**src/design/lcd4_pkg.sv**
```systemverilog
// ----------------------------------------------------------------------------
// LCD controller package
// Widths, register indexes, reset values, item types and helper functions.
// ----------------------------------------------------------------------------
package lcd4_pkg;

  localparam int unsigned ActionW  = 2;
  localparam int unsigned ByteW    = 8;
  localparam int unsigned NibW     = 4;
  localparam int unsigned WaitW    = 20;
  localparam int unsigned PulseW   = 10;
  localparam int unsigned SettleW  = 16;
  localparam int unsigned PowerW   = 20;
  localparam int unsigned GapW     = 16;
  localparam int unsigned StepW    = 4;
  localparam int unsigned CfgIdxW  = 3;
  localparam int unsigned CfgDataW = 20;

  localparam int unsigned DefaultQueueDepth = 2;

  // Configuration register indexes.
  localparam logic [CfgIdxW-1:0] CFG_PULSE    = 3'd0;
  localparam logic [CfgIdxW-1:0] CFG_CMD_WAIT = 3'd1;
  localparam logic [CfgIdxW-1:0] CFG_DAT_WAIT = 3'd2;
  localparam logic [CfgIdxW-1:0] CFG_POWER_UP = 3'd3;
  localparam logic [CfgIdxW-1:0] CFG_INIT_GAP = 3'd4;

  // Register values after reset.
  localparam logic [PulseW-1:0]  RST_PULSE    = 10'd50;
  localparam logic [SettleW-1:0] RST_CMD_WAIT = 16'd2000;
  localparam logic [SettleW-1:0] RST_DAT_WAIT = 16'd50;
  localparam logic [PowerW-1:0]  RST_POWER_UP = 20'd500000;
  localparam logic [GapW-1:0]    RST_INIT_GAP = 16'd5000;

  // Init sequence bookkeeping.
  localparam logic [StepW-1:0] STEP_IDLE      = 4'd0;
  localparam logic [StepW-1:0] STEP_FIRST_NIB = 4'd1;
  localparam logic [StepW-1:0] STEP_LAST_NIB  = 4'd4;
  localparam logic [StepW-1:0] STEP_FIRST_CMD = 4'd5;
  localparam logic [StepW-1:0] STEP_LAST_CMD  = 4'd9;

  localparam logic [NibW-1:0] NIB_WAKE = 4'h3;
  localparam logic [NibW-1:0] NIB_4BIT = 4'h2;

  typedef enum logic [ActionW-1:0] {
    ACT_TICK = 2'd0,
    ACT_INIT = 2'd1,
    ACT_CMD  = 2'd2,
    ACT_DATA = 2'd3
  } lcd4_action_e;

  typedef struct packed {
    lcd4_action_e     kind;
    logic             is_req;
    logic [ByteW-1:0] byte_value;
  } lcd4_item_t;

  typedef struct packed {
    logic [PulseW-1:0]  pulse_ticks;
    logic [SettleW-1:0] command_wait_ticks;
    logic [SettleW-1:0] data_wait_ticks;
    logic [PowerW-1:0]  power_up_ticks;
    logic [GapW-1:0]    init_gap_ticks;
  } lcd4_cfg_t;

  // Commands sent during the init sequence, by step number.
  function automatic logic [ByteW-1:0] init_cmd(input logic [StepW-1:0] step);
    logic [ByteW-1:0] cmd;
    case (step)
      4'd5:    cmd = 8'h28;
      4'd6:    cmd = 8'h08;
      4'd7:    cmd = 8'h01;
      4'd8:    cmd = 8'h06;
      4'd9:    cmd = 8'h0F;
      default: cmd = 8'h00;
    endcase
    return cmd;
  endfunction

  // A phase of d ticks reloads the counter with d-1; zero acts as one.
  function automatic logic [WaitW-1:0] span(input logic [WaitW-1:0] d);
    logic [WaitW-1:0] r;
    r = (d == '0) ? '0 : d - 1'b1;
    return r;
  endfunction

endpackage

```
**src/design/lcd4_in_if.sv**
```systemverilog
// ----------------------------------------------------------------------------
// LCD controller request channel
// Valid/ready channel carrying one action and its byte per item.
// ----------------------------------------------------------------------------
interface lcd4_in_if;
  import lcd4_pkg::*;

  logic               valid;
  logic               ready;
  logic [ActionW-1:0] action;
  logic [ByteW-1:0]   byte_value;

  modport source (output valid, output action, output byte_value, input ready);
  modport sink   (input valid, input action, input byte_value, output ready);
endinterface

```
**src/design/lcd4_out_if.sv**
```systemverilog
// ----------------------------------------------------------------------------
// LCD controller pin-state channel
// Valid/ready channel carrying the pin levels and status of one tick.
// ----------------------------------------------------------------------------
interface lcd4_out_if;
  import lcd4_pkg::*;

  logic            valid;
  logic            ready;
  logic            reg_select;
  logic            read_write;
  logic            enable;
  logic [NibW-1:0] bus_nibble;
  logic            busy_res;
  logic            rejected;

  modport source (output valid, output reg_select, output read_write, output enable,
                  output bus_nibble, output busy_res, output rejected, input ready);
  modport sink   (input valid, input reg_select, input read_write, input enable,
                  input bus_nibble, input busy_res, input rejected, output ready);
endinterface

```
**src/design/char_lcd_4bit_write_controller_core.sv**
```systemverilog
// ----------------------------------------------------------------------------
// Character LCD 4-bit write controller
// Top level: configuration registers, request front end and pin sequencer.
// ----------------------------------------------------------------------------
// Every item on in_i is one microsecond tick of an HD44780-style display
// controller, and every item yields exactly one item on out_o with the pin
// levels (RS, RW, EN, DB7..DB4) and status for that tick. An action of init
// runs the power-up wait and the full 4-bit wake-up and setup sequence, and
// command or data actions send one byte as two enable-strobed nibbles
// followed by a settle time. A request that arrives while a sequence runs is
// dropped and flagged as rejected, but it still counts as a tick. The block
// takes one item per clock cycle while out_o does not stall: the sequencer
// in the back end advances its phase and countdown once per item. An item
// is written into the queue when it is accepted, and the sequencer
// registers its pin levels when it takes the item from the queue, so its
// result on out_o is registered. The queue lets the input keep flowing for
// up to Depth items while out_o stalls.
// The user must write timing registers through cfg_we_i, cfg_idx_i and
// cfg_wdata_i only while no item is in flight; the block does not enforce
// this. Indexes past the last register are ignored.
// ----------------------------------------------------------------------------
module char_lcd_4bit_write_controller_core #(
  parameter int unsigned QueueDepth = lcd4_pkg::DefaultQueueDepth
) (
  input  logic                           clk_i,
  input  logic                           rst_ni,
  input  logic                           cfg_we_i,
  input  logic [lcd4_pkg::CfgIdxW-1:0]   cfg_idx_i,
  input  logic [lcd4_pkg::CfgDataW-1:0]  cfg_wdata_i,
  lcd4_in_if.sink                        in_i,
  lcd4_out_if.source                     out_o
);
  import lcd4_pkg::*;

  lcd4_cfg_t  cfg_q;
  logic       deq_valid;
  logic       deq_ready;
  lcd4_item_t deq_item;

  // Timing registers. A write to an unknown index changes nothing.
  always_ff @(posedge clk_i or negedge rst_ni) begin
    if (!rst_ni) begin
      cfg_q.pulse_ticks        <= RST_PULSE;
      cfg_q.command_wait_ticks <= RST_CMD_WAIT;
      cfg_q.data_wait_ticks    <= RST_DAT_WAIT;
      cfg_q.power_up_ticks     <= RST_POWER_UP;
      cfg_q.init_gap_ticks     <= RST_INIT_GAP;
    end else if (cfg_we_i) begin
      unique case (cfg_idx_i)
        CFG_PULSE:    cfg_q.pulse_ticks        <= cfg_wdata_i[PulseW-1:0];
        CFG_CMD_WAIT: cfg_q.command_wait_ticks <= cfg_wdata_i[SettleW-1:0];
        CFG_DAT_WAIT: cfg_q.data_wait_ticks    <= cfg_wdata_i[SettleW-1:0];
        CFG_POWER_UP: cfg_q.power_up_ticks     <= cfg_wdata_i[PowerW-1:0];
        CFG_INIT_GAP: cfg_q.init_gap_ticks     <= cfg_wdata_i[GapW-1:0];
        default: ;
      endcase
    end
  end

  // Front end: takes items, classifies them and queues them.
  lcd4_front #(
    .Depth (QueueDepth)
  ) u_front (
    .clk_i       (clk_i),
    .rst_ni      (rst_ni),
    .in_i        (in_i),
    .deq_valid_o (deq_valid),
    .deq_ready_i (deq_ready),
    .deq_item_o  (deq_item)
  );

  // Back end: one sequencer tick per dequeued item, registered pin levels.
  lcd4_back u_back (
    .clk_i       (clk_i),
    .rst_ni      (rst_ni),
    .deq_valid_i (deq_valid),
    .deq_ready_o (deq_ready),
    .deq_item_i  (deq_item),
    .cfg_i       (cfg_q),
    .out_o       (out_o)
  );

endmodule

```
**src/design/lcd4_front.sv**
```systemverilog
// ----------------------------------------------------------------------------
// LCD controller front end
// Accepts items, classifies the action and queues them for the sequencer.
// ----------------------------------------------------------------------------
module lcd4_front #(
  parameter int unsigned Depth = lcd4_pkg::DefaultQueueDepth
) (
  input  logic                clk_i,
  input  logic                rst_ni,
  lcd4_in_if.sink             in_i,
  output logic                deq_valid_o,
  input  logic                deq_ready_i,
  output lcd4_pkg::lcd4_item_t deq_item_o
);
  import lcd4_pkg::*;

  localparam int unsigned PtrW = (Depth > 1) ? $clog2(Depth) : 1;
  localparam int unsigned CntW = $clog2(Depth + 1);

  lcd4_item_t          item;
  lcd4_item_t          mem_q [Depth];
  logic [PtrW-1:0]     wr_ptr_q, wr_ptr_d;
  logic [PtrW-1:0]     rd_ptr_q, rd_ptr_d;
  logic [CntW-1:0]     cnt_q, cnt_d;
  logic                push, pop;

  // Classify the action; anything but a tick is a request.
  always_comb begin
    item.kind       = lcd4_action_e'(in_i.action);
    item.byte_value = in_i.byte_value;
    unique case (item.kind)
      ACT_TICK:                    item.is_req = 1'b0;
      ACT_INIT, ACT_CMD, ACT_DATA: item.is_req = 1'b1;
      default:                     item.is_req = 1'b0;
    endcase
  end

  assign in_i.ready  = (cnt_q != CntW'(Depth));
  assign deq_valid_o = (cnt_q != '0);
  assign deq_item_o  = mem_q[rd_ptr_q];
  assign push        = in_i.valid && in_i.ready;
  assign pop         = deq_valid_o && deq_ready_i;

  always_comb begin
    wr_ptr_d = wr_ptr_q;
    rd_ptr_d = rd_ptr_q;
    cnt_d    = cnt_q;
    if (push) begin
      wr_ptr_d = (wr_ptr_q == PtrW'(Depth - 1)) ? '0 : wr_ptr_q + 1'b1;
    end
    if (pop) begin
      rd_ptr_d = (rd_ptr_q == PtrW'(Depth - 1)) ? '0 : rd_ptr_q + 1'b1;
    end
    if (push && !pop) begin
      cnt_d = cnt_q + 1'b1;
    end else if (pop && !push) begin
      cnt_d = cnt_q - 1'b1;
    end
  end

  always_ff @(posedge clk_i or negedge rst_ni) begin
    if (!rst_ni) begin
      wr_ptr_q <= '0;
      rd_ptr_q <= '0;
      cnt_q    <= '0;
    end else begin
      wr_ptr_q <= wr_ptr_d;
      rd_ptr_q <= rd_ptr_d;
      cnt_q    <= cnt_d;
    end
  end

  always_ff @(posedge clk_i) begin
    if (push) begin
      mem_q[wr_ptr_q] <= item;
    end
  end

endmodule

```
**src/design/lcd4_back.sv**
```systemverilog
// ----------------------------------------------------------------------------
// LCD controller back end
// Pin sequencer that advances one tick per item, with a registered output.
// ----------------------------------------------------------------------------
module lcd4_back (
  input  logic                 clk_i,
  input  logic                 rst_ni,
  input  logic                 deq_valid_i,
  output logic                 deq_ready_o,
  input  lcd4_pkg::lcd4_item_t deq_item_i,
  input  lcd4_pkg::lcd4_cfg_t  cfg_i,
  lcd4_out_if.source           out_o
);
  import lcd4_pkg::*;

  localparam logic [3:0] PH_IDLE      = 4'd0;
  localparam logic [3:0] PH_POWER     = 4'd1;
  localparam logic [3:0] PH_NIB_PULSE = 4'd2;
  localparam logic [3:0] PH_NIB_GAP   = 4'd3;
  localparam logic [3:0] PH_HI_PULSE  = 4'd4;
  localparam logic [3:0] PH_LO_SETUP  = 4'd5;
  localparam logic [3:0] PH_LO_PULSE  = 4'd6;
  localparam logic [3:0] PH_SETTLE    = 4'd7;
  localparam logic [3:0] PH_INIT_GAP  = 4'd8;

  logic [3:0]       phase_q, phase_d, target;
  logic [WaitW-1:0] wait_q, wait_d;
  logic [ByteW-1:0] held_q, held_d;
  logic             sel_q, sel_d;
  logic [StepW-1:0] step_q, step_d;
  logic [NibW-1:0]  nib_q, nib_d;
  logic             en_q, en_d;
  logic             rej;
  logic             do_enter;
  logic             pop;
  logic             out_valid_q;
  logic             rej_q;
  logic             busy_q;

  logic [WaitW-1:0] pulse_span, gap_span, power_span, cmd_span, dat_span;

  assign pulse_span = span(WaitW'(cfg_i.pulse_ticks));
  assign gap_span   = span(WaitW'(cfg_i.init_gap_ticks));
  assign power_span = span(WaitW'(cfg_i.power_up_ticks));
  assign cmd_span   = span(WaitW'(cfg_i.command_wait_ticks));
  assign dat_span   = span(WaitW'(cfg_i.data_wait_ticks));

  // One tick of the sequencer: count down, or move on to the next phase.
  always_comb begin
    phase_d  = phase_q;
    wait_d   = wait_q;
    held_d   = held_q;
    sel_d    = sel_q;
    step_d   = step_q;
    nib_d    = nib_q;
    en_d     = en_q;
    rej      = 1'b0;
    do_enter = 1'b0;
    target   = PH_IDLE;

    if (phase_q != PH_IDLE) begin
      rej = deq_item_i.is_req;
      if (wait_q != '0) begin
        wait_d = wait_q - 1'b1;
      end else begin
        do_enter = 1'b1;
        unique case (phase_q)
          PH_POWER: begin
            step_d = STEP_FIRST_NIB;
            target = PH_NIB_PULSE;
          end
          PH_NIB_PULSE: target = PH_NIB_GAP;
          PH_NIB_GAP: begin
            if (step_q < STEP_LAST_NIB) begin
              step_d = step_q + 1'b1;
              target = PH_NIB_PULSE;
            end else begin
              step_d = STEP_FIRST_CMD;
              held_d = init_cmd(STEP_FIRST_CMD);
              sel_d  = 1'b0;
              target = PH_HI_PULSE;
            end
          end
          PH_HI_PULSE: target = PH_LO_SETUP;
          PH_LO_SETUP: target = PH_LO_PULSE;
          PH_LO_PULSE: target = PH_SETTLE;
          PH_SETTLE: begin
            if (step_q >= STEP_FIRST_CMD && step_q < STEP_LAST_CMD) begin
              target = PH_INIT_GAP;
            end else begin
              step_d = STEP_IDLE;
              target = PH_IDLE;
            end
          end
          PH_INIT_GAP: begin
            step_d = step_q + 1'b1;
            held_d = init_cmd(step_q + 1'b1);
            target = PH_HI_PULSE;
          end
          default: begin
            step_d = STEP_IDLE;
            target = PH_IDLE;
          end
        endcase
      end
    end else begin
      unique case (deq_item_i.kind)
        ACT_INIT: begin
          sel_d    = 1'b0;
          step_d   = STEP_IDLE;
          target   = PH_POWER;
          do_enter = 1'b1;
        end
        ACT_CMD, ACT_DATA: begin
          held_d   = deq_item_i.byte_value;
          sel_d    = (deq_item_i.kind == ACT_DATA);
          step_d   = STEP_IDLE;
          target   = PH_HI_PULSE;
          do_enter = 1'b1;
        end
        default: ;
      endcase
    end

    // Entry actions of the phase being entered.
    if (do_enter) begin
      phase_d = target;
      unique case (target)
        PH_POWER: begin
          en_d   = 1'b0;
          nib_d  = '0;
          wait_d = power_span;
        end
        PH_NIB_PULSE: begin
          nib_d  = (step_d == STEP_LAST_NIB) ? NIB_4BIT : NIB_WAKE;
          en_d   = 1'b1;
          wait_d = pulse_span;
        end
        PH_NIB_GAP, PH_INIT_GAP: begin
          en_d   = 1'b0;
          wait_d = gap_span;
        end
        PH_HI_PULSE: begin
          nib_d  = held_d[ByteW-1:NibW];
          en_d   = 1'b1;
          wait_d = pulse_span;
        end
        PH_LO_SETUP: begin
          nib_d  = held_d[NibW-1:0];
          en_d   = 1'b0;
          wait_d = '0;
        end
        PH_LO_PULSE: begin
          en_d   = 1'b1;
          wait_d = pulse_span;
        end
        PH_SETTLE: begin
          en_d   = 1'b0;
          wait_d = sel_d ? dat_span : cmd_span;
        end
        default: begin
          phase_d = PH_IDLE;
          en_d    = 1'b0;
          wait_d  = '0;
        end
      endcase
    end
  end

  assign deq_ready_o = !out_valid_q || out_o.ready;
  assign pop         = deq_valid_i && deq_ready_o;

  always_ff @(posedge clk_i or negedge rst_ni) begin
    if (!rst_ni) begin
      phase_q     <= PH_IDLE;
      wait_q      <= '0;
      held_q      <= '0;
      sel_q       <= 1'b0;
      step_q      <= STEP_IDLE;
      nib_q       <= '0;
      en_q        <= 1'b0;
      out_valid_q <= 1'b0;
    end else begin
      if (pop) begin
        phase_q <= phase_d;
        wait_q  <= wait_d;
        held_q  <= held_d;
        sel_q   <= sel_d;
        step_q  <= step_d;
        nib_q   <= nib_d;
        en_q    <= en_d;
      end
      if (pop) begin
        out_valid_q <= 1'b1;
      end else if (out_o.ready) begin
        out_valid_q <= 1'b0;
      end
    end
  end

  always_ff @(posedge clk_i) begin
    if (pop) begin
      rej_q  <= rej;
      busy_q <= (phase_d != PH_IDLE);
    end
  end

  // The pin levels of the last tick are the sequencer state itself.
  assign out_o.valid      = out_valid_q;
  assign out_o.reg_select = sel_q;
  assign out_o.read_write = 1'b0;
  assign out_o.enable     = en_q;
  assign out_o.bus_nibble = nib_q;
  assign out_o.busy_res   = busy_q;
  assign out_o.rejected   = rej_q;

endmodule

```
**src/flat_wrapper.sv**
```systemverilog
// flat-port wrapper written by rule: the top's interface ports become plain ports
module char_lcd_4bit_write_controller_core_flat import lcd4_pkg::*;
#(
  parameter int unsigned QueueDepth = lcd4_pkg::DefaultQueueDepth
)
  (clk_i, rst_ni, cfg_we_i, cfg_idx_i, cfg_wdata_i, in_i_valid, in_i_action, in_i_byte_value, in_i_ready, out_o_valid, out_o_reg_select, out_o_read_write, out_o_enable, out_o_bus_nibble, out_o_busy_res, out_o_rejected, out_o_ready);
  lcd4_in_if in_i_i ();
  lcd4_out_if out_o_i ();
  input  logic clk_i;
  input  logic rst_ni;
  input  logic cfg_we_i;
  input  logic [lcd4_pkg::CfgIdxW-1:0] cfg_idx_i;
  input  logic [lcd4_pkg::CfgDataW-1:0] cfg_wdata_i;
  input wire logic [$bits(in_i_i.valid)-1:0] in_i_valid;
  input wire logic [$bits(in_i_i.action)-1:0] in_i_action;
  input wire logic [$bits(in_i_i.byte_value)-1:0] in_i_byte_value;
  output wire logic [$bits(in_i_i.ready)-1:0] in_i_ready;
  output wire logic [$bits(out_o_i.valid)-1:0] out_o_valid;
  output wire logic [$bits(out_o_i.reg_select)-1:0] out_o_reg_select;
  output wire logic [$bits(out_o_i.read_write)-1:0] out_o_read_write;
  output wire logic [$bits(out_o_i.enable)-1:0] out_o_enable;
  output wire logic [$bits(out_o_i.bus_nibble)-1:0] out_o_bus_nibble;
  output wire logic [$bits(out_o_i.busy_res)-1:0] out_o_busy_res;
  output wire logic [$bits(out_o_i.rejected)-1:0] out_o_rejected;
  input wire logic [$bits(out_o_i.ready)-1:0] out_o_ready;
  assign in_i_i.valid = in_i_valid;
  assign in_i_i.action = in_i_action;
  assign in_i_i.byte_value = in_i_byte_value;
  assign in_i_ready = in_i_i.ready;
  assign out_o_valid = out_o_i.valid;
  assign out_o_reg_select = out_o_i.reg_select;
  assign out_o_read_write = out_o_i.read_write;
  assign out_o_enable = out_o_i.enable;
  assign out_o_bus_nibble = out_o_i.bus_nibble;
  assign out_o_busy_res = out_o_i.busy_res;
  assign out_o_rejected = out_o_i.rejected;
  assign out_o_i.ready = out_o_ready;
  char_lcd_4bit_write_controller_core #(.QueueDepth(QueueDepth)) u_core (.clk_i(clk_i), .rst_ni(rst_ni), .cfg_we_i(cfg_we_i), .cfg_idx_i(cfg_idx_i), .cfg_wdata_i(cfg_wdata_i), .in_i(in_i_i), .out_o(out_o_i));
endmodule
```
**config.mk**
```make
export PLATFORM = sky130hd
export DESIGN_NAME = char_lcd_4bit_write_controller_core_flat
export DESIGN_NICKNAME = d
export VERILOG_FILES = /design/src/design/lcd4_pkg.sv /design/src/design/lcd4_in_if.sv /design/src/design/lcd4_out_if.sv /design/src/design/char_lcd_4bit_write_controller_core.sv /design/src/design/lcd4_front.sv /design/src/design/lcd4_back.sv /design/src/flat_wrapper.sv
export SDC_FILE = /design/constraint.sdc
export NUM_CORES = 1
export LEC_CHECK = 0
export BUFFER_PORTS_ARGS = -buffer_cell sky130_fd_sc_hd__clkbuf_2
export CORE_ASPECT_RATIO = 0.5
export CORE_MARGIN = 2
export CORE_UTILIZATION = 56
export DETAILED_ROUTE_END_ITERATION = 6
export GPL_TIMING_DRIVEN = 0
export PLACE_DENSITY_LB_ADDON = 0.2
export SLEW_MARGIN = 40
export SYNTH_ARGS = -nofsm -noshare
export SYNTH_HDL_FRONTEND = slang
export SYNTH_SLANG_ARGS = --single-unit
export TNS_END_PERCENT = 5
```
**constraint.sdc**
```tcl
create_clock -name clk_i -period 2.29 [get_ports clk_i]
set_input_delay 0.229 -clock clk_i [delete_from_list [all_inputs] [get_ports clk_i]]
set_output_delay 0.229 -clock clk_i [all_outputs]
set_load 0.05 [all_outputs]
```
---- Word level (Yosys, flattened, before mapping) ----
Memories as Yosys holds them, arrays and structs flattened.
Index checks and enable logic that the tools add are counted.
storage, ports and cells
  register bits after elaboration ......... 127
  memories ................................ 1
  bits in writable memories ............... 22
  bits of input ports ..................... 38
  word-level logic and storage cells ...... 156
operators by class
  reduce and logical (&&, ||, !) cells .... 40
  add/sub/neg operators ................... 11
  magnitude comparators ................... 3
  multiplexer cells ....................... 50
  equality and inequality tests ........... 33
memory list
  memory                words  bits a word  rd ports  clocked after memory_dff  wr ports  RTL line          source
  u_core.u_front.mem_q  2      11           1         0                         1         lcd4_front.sv:21  lcd4_item_t mem_q [Depth];
operator list
  cell                                                                  count
  20-bit 2-to-1 mux                                                     9
  20-bit one-hot mux with 4 select lines                                1
  16-bit by 1-bit subtractor with 17-bit output, second input constant  3
  4-bit by 3-bit == test with 1-bit output, second input constant       12
  16-bit zero test                                                      3
  4-bit 2-to-1 mux                                                      10
  20-bit by 1-bit subtractor with 20-bit output, second input constant  2
  8-bit 2-to-1 mux                                                      4
  4-bit one-hot mux with 8 select lines                                 1
  6-bit one-hot mux with 5 select lines                                 1
  20-bit zero test                                                      1
  4-bit one-hot mux with 5 select lines                                 1
  20-bit nonzero test                                                   1
  4-bit by 2-bit == test with 1-bit output, second input constant       4
  4-bit == test, second input constant                                  4
  4-bit one-hot mux with 4 select lines                                 1
  8-bit one-hot mux with 2 select lines                                 1
  1-bit 2-to-1 mux                                                      15
  2-bit AND reduction                                                   6
  4-bit nonzero test                                                    3
  10-bit by 1-bit subtractor with 11-bit output, second input constant  1
  10-bit zero test                                                      1
  2-bit nonzero test                                                    5
  3-bit OR reduction                                                    3
  other kinds (27)                                                      44

---- Longest topological paths before layout ----
Gate-level depths: netlist of the first run.
  depth after elaboration ................. 11
  depth in mapped cells ................... 10
  mapped depth without buffers ............ 9

---- Hierarchy ----
From an unflattened synthesis of the first run, not the netlist that was laid out.
unflattened totals
  cells, all modules ...................... 877
  area total of the unflattened synthesis .. 8946.1 µm²
by module, submodules not included
  module                               instances  cells each  area each (µm²)
  lcd4_back                            1          654         4814.6
  char_lcd_4bit_write_controller_core  1          170         3121.7
  lcd4_front                           1          53          1009.7

---- Least setup slack after synthesis of the first run ----
Ideal clock, no wire load.
  kind .................................... register to register
  from .................................... reg u_core.u_back.wait_q[0]
  to ...................................... reg u_core.u_back.step_q[2]
  arrival time ............................ 2344 ps
  data required time ...................... 2224 ps
  slack ................................... -120 ps
  stages on the path, launching flop included .. 11
  cell sequence ........................... dfrtp_1 inv_1 ha_1 nor4b_1 nand3_1 or4_1 clkbuf_1 or2_1 nor2_2 a21o_1 a22o_1
between the ends
  word-level cells in the longest chain between the ends .. 3
RTL lines
  item                    RTL line          source
  start, declared         lcd4_back.sv:27   logic [WaitW-1:0] wait_q, wait_d;
  start signal, assigned  lcd4_back.sv:186  wait_q <= wait_d;
  20-bit nonzero test     lcd4_back.sv:63   if (wait_q != '0) begin
  4-bit 2-to-1 mux        lcd4_back.sv:63
  4-bit 2-to-1 mux        lcd4_back.sv:61   if (phase_q != PH_IDLE) begin
  end signal, assigned    lcd4_back.sv:189  step_q <= step_d;
  end, declared           lcd4_back.sv:30   logic [StepW-1:0] step_q, step_d;
No other way between the ends.
A chain may end at the register's enable or synchronous reset.

---- Worst setup path after layout of the first run ----
  from .................................... reg u_core.u_back.phase_q[2]
  to ...................................... reg u_core.u_back.wait_q[19]
between the ends
  word-level cells in the longest chain between the ends .. 8
  elaborated cells between the ends (all ways) .. 31
  classes of those cells .................. eq/ne: 15; mux: 10; reduce/logical: 6
RTL lines
  item                                                                       RTL line          source
  start, declared                                                            lcd4_back.sv:26   logic [3:0] phase_q, phase_d, target;
  start signal, assigned                                                     lcd4_back.sv:185  phase_q <= phase_d;
  4-bit == test, or another cell as far along                                lcd4_back.sv:67   unique case (phase_q)
  4-bit one-hot mux with 8 select lines                                      lcd4_back.sv:67
  4-bit 2-to-1 mux                                                           lcd4_back.sv:63
  4-bit 2-to-1 mux                                                           lcd4_back.sv:61
  4-bit by 3-bit == test with 1-bit output, or another cell as far along     lcd4_back.sv:128  unique case (target)
  3-bit OR reduction (no source line) or 2-bit OR reduction (tied branches)  n/a
  20-bit one-hot mux with 4 select lines                                     lcd4_back.sv:128
  20-bit 2-to-1 mux                                                          lcd4_back.sv:126  if (do_enter) begin
Several ways; a longest one is shown, not always the timed one.

==> flow_metrics.tcl, run 1 <==
set metrics [dict create \
    skew_ps 7.75 \
    drive_above_1_share_pct 28.4 \
    grt_usage_pct 30.0 \
    synthArstFlopShare_pct 83.8 \
    grt_overflow 0 \
    routed_wl_um 24400 \
    startpoint_type "flop" \
    synth_top_cells_by_area "dfrtp_1 28%, mux2_2 9.3%, edfxtp_1 8.1%" \
    p_sw_share_pct 41.2 \
    power_switching_mw 4.79 \
    worstPathArrival_ps 2990 \
    area_growth_pct 19.8 \
    clockBufferDepth 2 \
    grt_pass1_wl_um 39500 \
    num_vias 7763 \
    violations "negative setup slack" \
    synth_edf_count 24 \
    slew_violations 0 \
    cp-end-kind "flop" \
    place_area_um2 9490 \
    synth_top_area_share_pct 28.1 \
    antenna_found_initial 0 \
    avgSynthCellArea_um2 9.68 \
    first_global_vias 7475 \
    io_pins 49 \
    portBuffers 47 \
    cp.required_ps 2630 \
    final_common_cell "dfrtp_1" \
    path_class "flop to flop" \
    p_comb_share_pct 38.5 \
    hp-class "input port to flop" \
    slew_headroom_pct 46.3 \
    final_util_pct 69.0 \
    globalplace.congestion 0.942 \
    core-area_um2 15500 \
    worst_pin_slew_ps 802 \
    rsz0062_at_grt "true" \
    initial_utilization_pct 57.6 \
    synth_nets 976 \
    syn-instance-count 922 \
    power_frac_clock_pct 23.6 \
    dieArea_um2 17000 \
    num_antenna_cells 0 \
    pwr-share-seq_pct 37.9 \
    grt_max_degree 49 \
    dr.pass1.iters 5 \
    run_status "finished, violations left" \
    drc_errors 0 \
    p_int_mw 6.84 \
    power_density_nw_per_um2 1090 \
    clkSinkCount 148 \
    cts_root_buffer "clkbuf_16" \
    numCtsBuffers 17 \
    synth_seq_area_share_pct 43.2 \
    tritoncts "done" \
    p_leak_nw 4.22 \
    period_share_pct 116 \
    yosys.area.top_type "dfrtp_1" \
    fmax_ghz 0.378 \
    ir_drop_uv 658 \
    die_w_um 182 \
    fin_nets 1059 \
    routedWlPerCell_um 20.0 \
    cts-htree-levels 4 \
    hpwl_um 17600 \
    synth.distinct_cells 71 \
    clkLatencyLatePin_ps 430 \
    worst_slack_ps -356 \
    fin_area_um2 10700 \
    die_h_um 93.3 \
    mostFrequentLayoutCells "97 x dfrtp_1, 89 x nand2_1, 74 x mux2_2, 58 x nor2_1, 51 x a21oi_1" \
    ys_ff_latch 148 \
    clk_pin_slew_ps 60 \
    period_minus_slack_ps 2650 \
    ant_nets 0 \
    drt_iter0_markers 547 \
    synthFlopType "dfrtp_1" \
    syn_area_um2 8920 \
    setup_viol 33 \
    rows 32 \
    drv_cap 0 \
    yosysWarnings 0 \
    worst-path-max-fanout 10 \
    finalHoldViolCount 0 \
    via_per_inst 6.35 \
]
worst max-delay path, cell delays in order, from the launching register on:
cell and delay, ps:
dfrtp_1 380, buf_6 140, or4_4 590, o31ai_4 230, a32oi_4 140, or4_4 510, a211oi_4 300, a21oi_1 90
o221ai_1 170
stage by stage:
stage	hold slack (ps)	cells	setup slack (ps)	power [mW]	setup TNS, ps
2_1_floorplan	-66.6	922	-77.3	7.05	-504
4_1_cts	1.09	1218	-321	11.4	-5930
3_5_place_dp	146	1175	-862	8.27	-18920
5_1_grt	3.35	1222	-410	12.2	-10270
3_3_place_gp	418	1173	-920	8.11	-112230
6_report	12.1	1222	-356	11.6	-7290
sequential cells by signal, indices dropped and copies added, names as in the netlist:
signal and count:
u_core.u_front.mem_q 22, u_core.u_back.phase_q 4, u_core.u_back.out_o.bus_nibble 4, u_core.u_back.wait_q 20
u_core.u_back.step_q 4, u_core.u_back.out_o.busy_res 1, u_core.cfg_q 78, u_core.u_back.out_o.valid 1
u_core.u_front.rd_ptr_q 1, u_core.u_back.out_o.rejected 1, u_core.u_front.wr_ptr_q 1, u_core.u_back.out_o.reg_select 1
u_core.u_back.out_o.enable 1, u_core.u_front.cnt_q 2, u_core.u_back.held_q 7
repair_timing:
action,in CTS,in global routing
hold buffers,10,0
pin swaps,12,9
gates resized for setup,90,29
hold endpoints to repair,48,0
setup endpoints to repair,37,37
setup buffers,3,4
kinds of logic (layout without fill, tap and decap cells):
logic type      after synthesis  after routing  share of synthesized area, %
mux                          89             89                          11.0
flops                       148            148                          43.2
fa+ha+maj                    16             16                          2.24
simple gates                338            338                          19.5
compound gates              206            206                          15.0
xor+xnor                     65             65                          6.38
buf+inv                      59            155                          2.66
other cells                   1              1                        0.0420
power groups by stage:
stage	sequential, mW	clock [mW]	combinational (mW)
6_report	4.41	2.74	4.48
5_1_grt	4.52	2.87	4.86
4_1_cts	4.37	2.77	4.26
3_5_place_dp	4.32	0	3.95
3_3_place_gp	4.26	0	3.85
2_1_floorplan	4.31	0	2.74
synth_stat cells (6+ instances only):
library cell,n
dfrtp_1,100
nand2_1,94
mux2_2,74
nor2_1,66
a21oi_1,52
o21ai_0,45
nor3_1,38
xor2_1,37
nand3_1,30
clkbuf_1,28
xnor2_1,28
dfstp_2,24
edfxtp_1,24
inv_1,24
ha_1,16
mux2i_1,15
nor4_1,15
or4_1,15
o31ai_1,14
o22ai_1,13
a221oi_1,12
or3_1,12
nor2b_1,10
and3_1,9
a211oi_1,8
a22oi_1,8
a31oi_1,8
a21o_1,6
nor3b_1,6
or2_2,6
path summary, 6_finish.rpt:
kind,start,endpoint,slack (ps),cells after the start
hold reg to reg,u_core.u_back.held_q[1],u_core.u_back.held_q[1],470,1
setup reg to reg,u_core.u_back.phase_q[2],u_core.u_back.wait_q[19],-360,8
hold / removal,in_i_action[0],u_core.u_front.mem_q[0][9],10,1
min in group asynchronous,rst_ni,u_core.cfg_q[52],260,2
max in group asynchronous,rst_ni,u_core.cfg_q[33],1440,3
setup / recovery,u_core.u_back.phase_q[2],u_core.u_back.wait_q[19],-360,8
per-layer routing:
layer,global-route usage (%),part of all wire [%]
met5,0,0
met1,40.6,45
met4,7.66,1.4
met3,7.71,7.7
met2,48.3,46
final cells by class:
type                            instances  area, µm²
Buffer                                 33        210
Inverter                               24       90.1
Clock buffer                           19        443
Multi-Input combinational cell        715       5260
Sequential cell                       148       3860
Clock inverter                         13        125
Timing Repair Buffer                   66        444
Tap cell                              204        255
Fill cell                            1183       4810
(Power assumes the default switching activity.)
==> inputs of run 2 (changes only) <==
--- a/config.mk
+++ b/config.mk
@@ -6,9 +6,11 @@
 export NUM_CORES = 1
 export LEC_CHECK = 0
 export BUFFER_PORTS_ARGS = -buffer_cell sky130_fd_sc_hd__clkbuf_2
+export CELL_PAD_IN_SITES_DETAIL_PLACEMENT = 2
+export CELL_PAD_IN_SITES_GLOBAL_PLACEMENT = 2
 export CORE_ASPECT_RATIO = 0.5
 export CORE_MARGIN = 2
-export CORE_UTILIZATION = 56
+export CORE_UTILIZATION = 36
 export DETAILED_ROUTE_END_ITERATION = 6
 export GPL_TIMING_DRIVEN = 0
 export PLACE_DENSITY_LB_ADDON = 0.2
==> flow_metrics.tcl, run 2 (synthesis results as in run 1) <==
set metrics [dict create \
    run_status "finished, violations left" \
    violations "negative setup slack" \
    numCtsBuffers 17 \
    period_share_pct 121 \
    path_buf_inv 1 \
    p_leak_nw 4.34 \
    dr.pass1.iters 4 \
    slowest_delay_ps 600 \
    fin_nets 1068 \
    routedWlPerCell_um 24.1 \
    drive_above_1_share_pct 31.5 \
    clk_pin_slew_ps 70 \
    die_w_um 227 \
    final_util_pct 46.0 \
    slew_headroom_pct 46.6 \
    power_frac_clock_pct 23.2 \
    cts_root_buffer "clkbuf_16" \
    clkLatencyLatePin_ps 460 \
    p_comb_share_pct 40.5 \
    final_common_cell "dfrtp_1" \
    period_minus_slack_ps 2780 \
    dieArea_um2 26100 \
    drc_errors 0 \
    min_path_cells 2 \
    hold_start "cfg_wdata_i[16]" \
    fin_area_um2 11100 \
    regMostFlops "u_core.cfg_q" \
    timing.rr.end "u_core.u_back.wait_q[2]" \
    rows 40 \
    cp.required_ps 2610 \
    drv_cap 0 \
    setup_viol 30 \
    hpwl_um 23300 \
    rsz0062_at_grt "true" \
    routed_wl_um 32900 \
    slowest_stage "or4_4" \
    core-area_um2 24200 \
    worst-path-max-fanout 10 \
    p_sw_share_pct 42.8 \
    rr_startpoint "u_core.u_back.phase_q[1]" \
    slew_violations 0 \
    worstPathArrival_ps 3110 \
    grt_pass1_wl_um 51500 \
    grt_max_degree 57 \
    area_growth_pct 24.7 \
    finalHoldViolCount 0 \
    globalplace.congestion 0.837 \
    io_pins 49 \
    num_antenna_cells 0 \
    mostFrequentLayoutCells "95 x dfrtp_1, 87 x nand2_1, 74 x mux2_2, 57 x nor2_1, 51 x clkbuf_2" \
    clkSinkCount 148 \
    dp_slack_ps -1180 \
    fmax_ghz 0.359 \
    first_global_vias 8654 \
    num_vias 7791 \
    startpoint_type "flop" \
    place_area_um2 9660 \
    initial_utilization_pct 36.9 \
    worst_pin_slew_ps 797 \
    grt_overflow 0 \
    clockBufferDepth 2 \
    ant_nets 0 \
    path_cells "or4_4, o31ai_4, a32oi_4, buf_4, nand3_1, o31ai_1, a221oi_2, a21oi_1" \
    cp-end-kind "flop" \
    power_switching_mw 5.30 \
    cts-htree-levels 4 \
    rr_worst_depth 8 \
    path_class "flop to flop" \
    antenna_found_initial 0 \
    die_h_um 115 \
    drt_iter0_markers 457 \
    path_delay_family "compound AO/OA/AOI/OAI gates" \
    largest_reg_flops 78 \
    p_int_mw 7.08 \
    hp-class "input port to flop" \
    pwr-share-seq_pct 36.3 \
    fillers 2524 \
    grt_usage_pct 26.5 \
    tritoncts "done" \
    r2r_setup_slack_ps -490 \
    reg.largest.list "u_core.cfg_q x78, u_core.u_front.mem_q x22, u_core.u_back.wait_q x20" \
    ir_drop_uv 588 \
    portBuffers 47 \
    skew_ps 10.5 \
    via_per_inst 5.72 \
    worstHoldEndpoint "u_core.cfg_q[32]" \
    power_density_nw_per_um2 1110 \
    worst_slack_ps -492 \
]
==> run 2: power groups by stage <==
stage	Sequential (mW)	Combinational [mW]	Clock, mW
after floorplan	4.31	2.74	0
after global placement	4.29	4.05	0
after detailed placement	4.39	4.23	0
after CTS	4.46	4.83	2.91
after global routing	4.60	5.41	3.04
final	4.49	5.02	2.87
==> run 2: per-layer routing <==
layer | part of all wire, % | GRT usage (%) | vias to the layer above
li1 | - | - | 3599
met1 | 47 | 34.5 | 4046
met2 | 49 | 45.7 | 114
met3 | 2.6 | 4.09 | 32
met4 | 1.6 | 8.42 | 0
met5 | 0 | 0 | -
==> run 2: per-stage QoR <==
| step | power [mW] | hold slack, ps | setup TNS, ps | cells |
|---|---|---|---|---|
| after global placement | 8.34 | 418 | -145830 | 1305 |
| after CTS | 12.2 | 26.6 | -6480 | 1361 |
| final | 12.4 | 32.2 | -9200 | 1363 |
| after floorplan | 7.05 | -66.6 | -504 | 922 |
| after global routing | 13.0 | 23.8 | -11730 | 1363 |
| after detailed placement | 8.62 | 85.0 | -27210 | 1307 |
==> run 2: timing repair <==
action | 4_1_cts | 5_1_grt
buffers inserted | 14 | 2
hold endpoints to repair | 71 | 0
pin swaps | 24 | 10
setup endpoints to repair | 42 | 39
hold buffers | 14 | 0
gates cloned | 1 | 0
gates resized for setup | 126 | 28
==> run 2: how the worst max path moves through the flow <==
stage | start | to | slack, ps | cells after the start
finish | u_core.u_back.phase_q[1] | u_core.u_back.wait_q[2] | -490 | 8
detailed placement | u_core.u_back.phase_q[0] | u_core.u_back.wait_q[11] | -1180 | 9
global placement | rst_ni | u_core.u_back.out_o.valid | -1160 | 1
global route | u_core.u_back.phase_q[2] | u_core.u_back.wait_q[2] | -550 | 9
floorplan | u_core.u_back.phase_q[2] | u_core.u_back.wait_q[18] | -80 | 8
CTS | u_core.u_back.phase_q[2] | u_core.u_back.wait_q[18] | -360 | 8
==> run 2: layout make-up <==
type | instances | area (µm²) | area share [%]
Timing Repair Buffer | 80 | 564 | 5.07
Clock inverter | 11 | 125 | 1.12
Multi-Input combinational cell | 715 | 5450 | 49.0
Tap cell | 336 | 420 | 3.78
Sequential cell | 148 | 3860 | 34.7
Buffer | 28 | 169 | 1.52
Inverter | 24 | 90.1 | 0.810
Clock buffer | 21 | 450 | 4.05
==> inputs of run 3 (changes only) <==
--- a/config.mk
+++ b/config.mk
@@ -5,12 +5,13 @@
 export SDC_FILE = /design/constraint.sdc
 export NUM_CORES = 1
 export LEC_CHECK = 0
+export ABC_AREA = 1
 export BUFFER_PORTS_ARGS = -buffer_cell sky130_fd_sc_hd__clkbuf_2
 export CELL_PAD_IN_SITES_DETAIL_PLACEMENT = 2
 export CELL_PAD_IN_SITES_GLOBAL_PLACEMENT = 2
 export CORE_ASPECT_RATIO = 0.5
 export CORE_MARGIN = 2
-export CORE_UTILIZATION = 36
+export CORE_UTILIZATION = 25
 export DETAILED_ROUTE_END_ITERATION = 6
 export GPL_TIMING_DRIVEN = 0
 export PLACE_DENSITY_LB_ADDON = 0.2
==> constraint.sdc (replaced) <==
create_clock -name clk_i -period 3.2 [get_ports clk_i]
set_input_delay 0.32 -clock clk_i [delete_from_list [all_inputs] [get_ports clk_i]]
set_output_delay 0.32 -clock clk_i [all_outputs]
set_load 0.05 [all_outputs]
==> flow_metrics.tcl, run 3 <==
set metrics [dict create \
    synth.distinct_cells 50 \
    whs_ps 49.8 \
    dp_slack_ps 413 \
    drc_errors 0 \
    fillers 4640 \
    grt_usage_pct 18.6 \
    die_h_um 145 \
    setup_viol 0 \
    via_per_inst 4.73 \
    power_density_nw_per_um2 860 \
    mostFrequentLayoutCells "368 x nand2_1, 182 x nor2_1, 133 x inv_1, 132 x nand3_1, 129 x o21ai_0" \
    grt_pass1_wl_um 59800 \
    clk_pin_slew_ps 70 \
    finalHoldViolCount 0 \
    drv_cap 0 \
    cts_root_buffer "clkbuf_16" \
    startpoint_type "flop" \
    syn-instance-count 1394 \
    worst-path-max-fanout 10 \
    initial_utilization_pct 25.5 \
    clockBufferDepth 2 \
    num_antenna_cells 0 \
    hp-class "input port to flop" \
    rows 51 \
    die_w_um 286 \
    skew_ps 15.3 \
    path_cells "inv_1, ha_1, inv_1, nor3_1, nand3_4, o21ai_4, nand2_2, buf_6, o21ai_0, nand3_1, nand2_1, nor2_1, a21oi_1" \
    p_leak_nw 5.38 \
    ys_ff_latch 149 \
    final_util_pct 29.4 \
    post_cts_buffers 0 \
    synthArstFlopShare_pct 83.9 \
    core-area_um2 39100 \
    r2r_setup_slack_ps 440 \
    dieArea_um2 41500 \
    ctsResizeCount 0 \
    tritoncts "done" \
    synth_top_cells_by_count "368 x nand2_1, 184 x nor2_1, 133 x inv_1" \
    synth_seq_area_share_pct 39.0 \
    cp.required_ps 3560 \
    globalplace.congestion 0.857 \
    synth.most_common_cell "nand2_1" \
    area_growth_pct 15.6 \
    grt_max_degree 59 \
    worstPathArrival_ps 3120 \
    avgSynthCellArea_um2 7.14 \
    cts-htree-levels 4 \
    fin_nets 1517 \
    routed_wl_um 37500 \
    cp_common_cell "inv_1" \
    rsz0062_at_grt "false" \
    routedWlPerCell_um 18.7 \
    synth_top_area_share_pct 25.4 \
    clkLatencyLatePin_ps 460 \
    yosysWarnings 0 \
    dr.pass1.iters 4 \
    cp-end-kind "flop" \
    period_minus_slack_ps 2760 \
    synth_nets 1448 \
    clkSinkCount 149 \
    dp.cells 1973 \
    path_delay_family "simple AND/OR/NAND/NOR gates" \
    syn_area_um2 9950 \
    period_share_pct 86.2 \
    slowest_delay_ps 400 \
    num_vias 9497 \
    final_common_cell "nand2_1" \
    regMostFlops "u_core.cfg_q" \
    reg.largest.list "u_core.cfg_q x78, u_core.u_front.mem_q x22, u_core.u_back.wait_q x20" \
    portBuffers 47 \
    drive_above_1_share_pct 13.7 \
    run_status "complete, no violations" \
    synthFlopType "dfrtp_1" \
    slew_violations 0 \
    io_pins 49 \
    ir_drop_uv 415 \
    yosys.area.top_type "dfrtp_1" \
    drt_iter0_markers 348 \
    first_global_vias 10600 \
    antenna_found_initial 0 \
    worst_slack_ps 443 \
    synth_edf_count 24 \
    finalNonFillerCells 2006 \
    design_power_total_mw 9.88 \
    fmax_ghz 0.363 \
    numCtsBuffers 17 \
    path_buf_inv 3 \
    largest_reg_flops 78 \
    slowest_stage "o21ai_4" \
    hpwl_um 29700 \
    ant_nets 0 \
    slew_headroom_pct 49.9 \
    grt_overflow 0 \
    synth_top_cells_by_area "dfrtp_1 25%, nand2_1 14%, edfxtp_1 7.2%" \
    worst_pin_slew_ps 751 \
    path_class "flop to flop" \
]
[run 3: cell count changes after synthesis, sizes merged, moves of 18 or more]
cell / before / now
mux2: 74 / 2
or4: 18 / 0
a21oi: 52 / 34
nor4: 20 / 2
inv: 24 / 141
nand2: 94 / 397
o21ai: 50 / 140
xnor2: 28 / 10
nand3: 30 / 140
nor2: 67 / 201
[run 3: final timing paths]
check | startpoint | endpoint | cells after the start
max in group asynchronous | rst_ni | u_core.cfg_q[34] | 4
hold reg to reg | u_core.u_back.held_q[6] | u_core.u_back.held_q[6] | 2
hold / removal | in_i_byte_value[4] | u_core.u_front.mem_q[1][4] | 1
setup / recovery | u_core.u_back.wait_q[0] | u_core.u_back.wait_q[2] | 13
setup reg to reg | u_core.u_back.wait_q[0] | u_core.u_back.wait_q[2] | 13
min in group asynchronous | rst_ni | u_core.cfg_q[46] | 2
[run 3: logic make-up (layout without fill, tap and decap cells)]
| logic type | Yosys count | count (layout) | share of synthesized area (%) |
|---|---|---|---|
| and+or+nand+nor | 802 | 802 | 36.4 |
| AOI/OAI and AO/OA | 195 | 195 | 10.8 |
| buffers and inverters | 182 | 264 | 7.47 |
| DFF | 149 | 149 | 39.0 |
| xor gates and xnor gates | 47 | 47 | 4.14 |
| adders and majority gates | 16 | 16 | 2.01 |
| muxes | 2 | 2 | 0.226 |
| other | 1 | 1 | 0.0377 |
[run 3: metrics by stage]
stage	setup TNS [ps]	cell area, µm²
after detailed placement	0	10900
after floorplan	0	9950
after global routing	0	11500
after CTS	0	11500
final	0	11500
after global placement	-41640	10800
[run 3: layout make-up]
class                      instances  area, µm²  share of cell area [%]
buffer                            38        196                    1.71
clock buffer                      17        425                    3.70
clock inverter                    15        143                    1.24
inverter                         144        547                    4.76
multi-input combinational       1063       5340                    46.4
sequential                       149       3880                    33.7
tap                              530        663                    5.77
timing repair buffer              50        309                    2.69
[run 3: report_power, final]
| part | internal, mW | leakage (nW) | total, mW | switching, mW |
|---|---|---|---|---|
| clock | 1.09 | 0.267 | 2.05 | 0.957 |
| sequential | 2.51 | 1.74 | 3.02 | 0.515 |
| combinational | 1.46 | 3.37 | 4.82 | 3.36 |
| total | 5.06 | 5.38 | 9.88 | 4.83 |
[run 3: timing repair]
action                     4_1_cts  5_1_grt
hold buffers                     1        0
hold endpoints to repair        30        0
setup endpoints to repair        0        0
[run 3: layer usage]
metal / vias up / wire (µm) / track usage (%)
li1: 4650 / - / -
met1: 4778 / 17800 / 24.1
met2: 48 / 18500 / 32.4
met3: 21 / 778 / 3.11
met4: 0 / 389 / 4.16
met5: - / 0 / 0
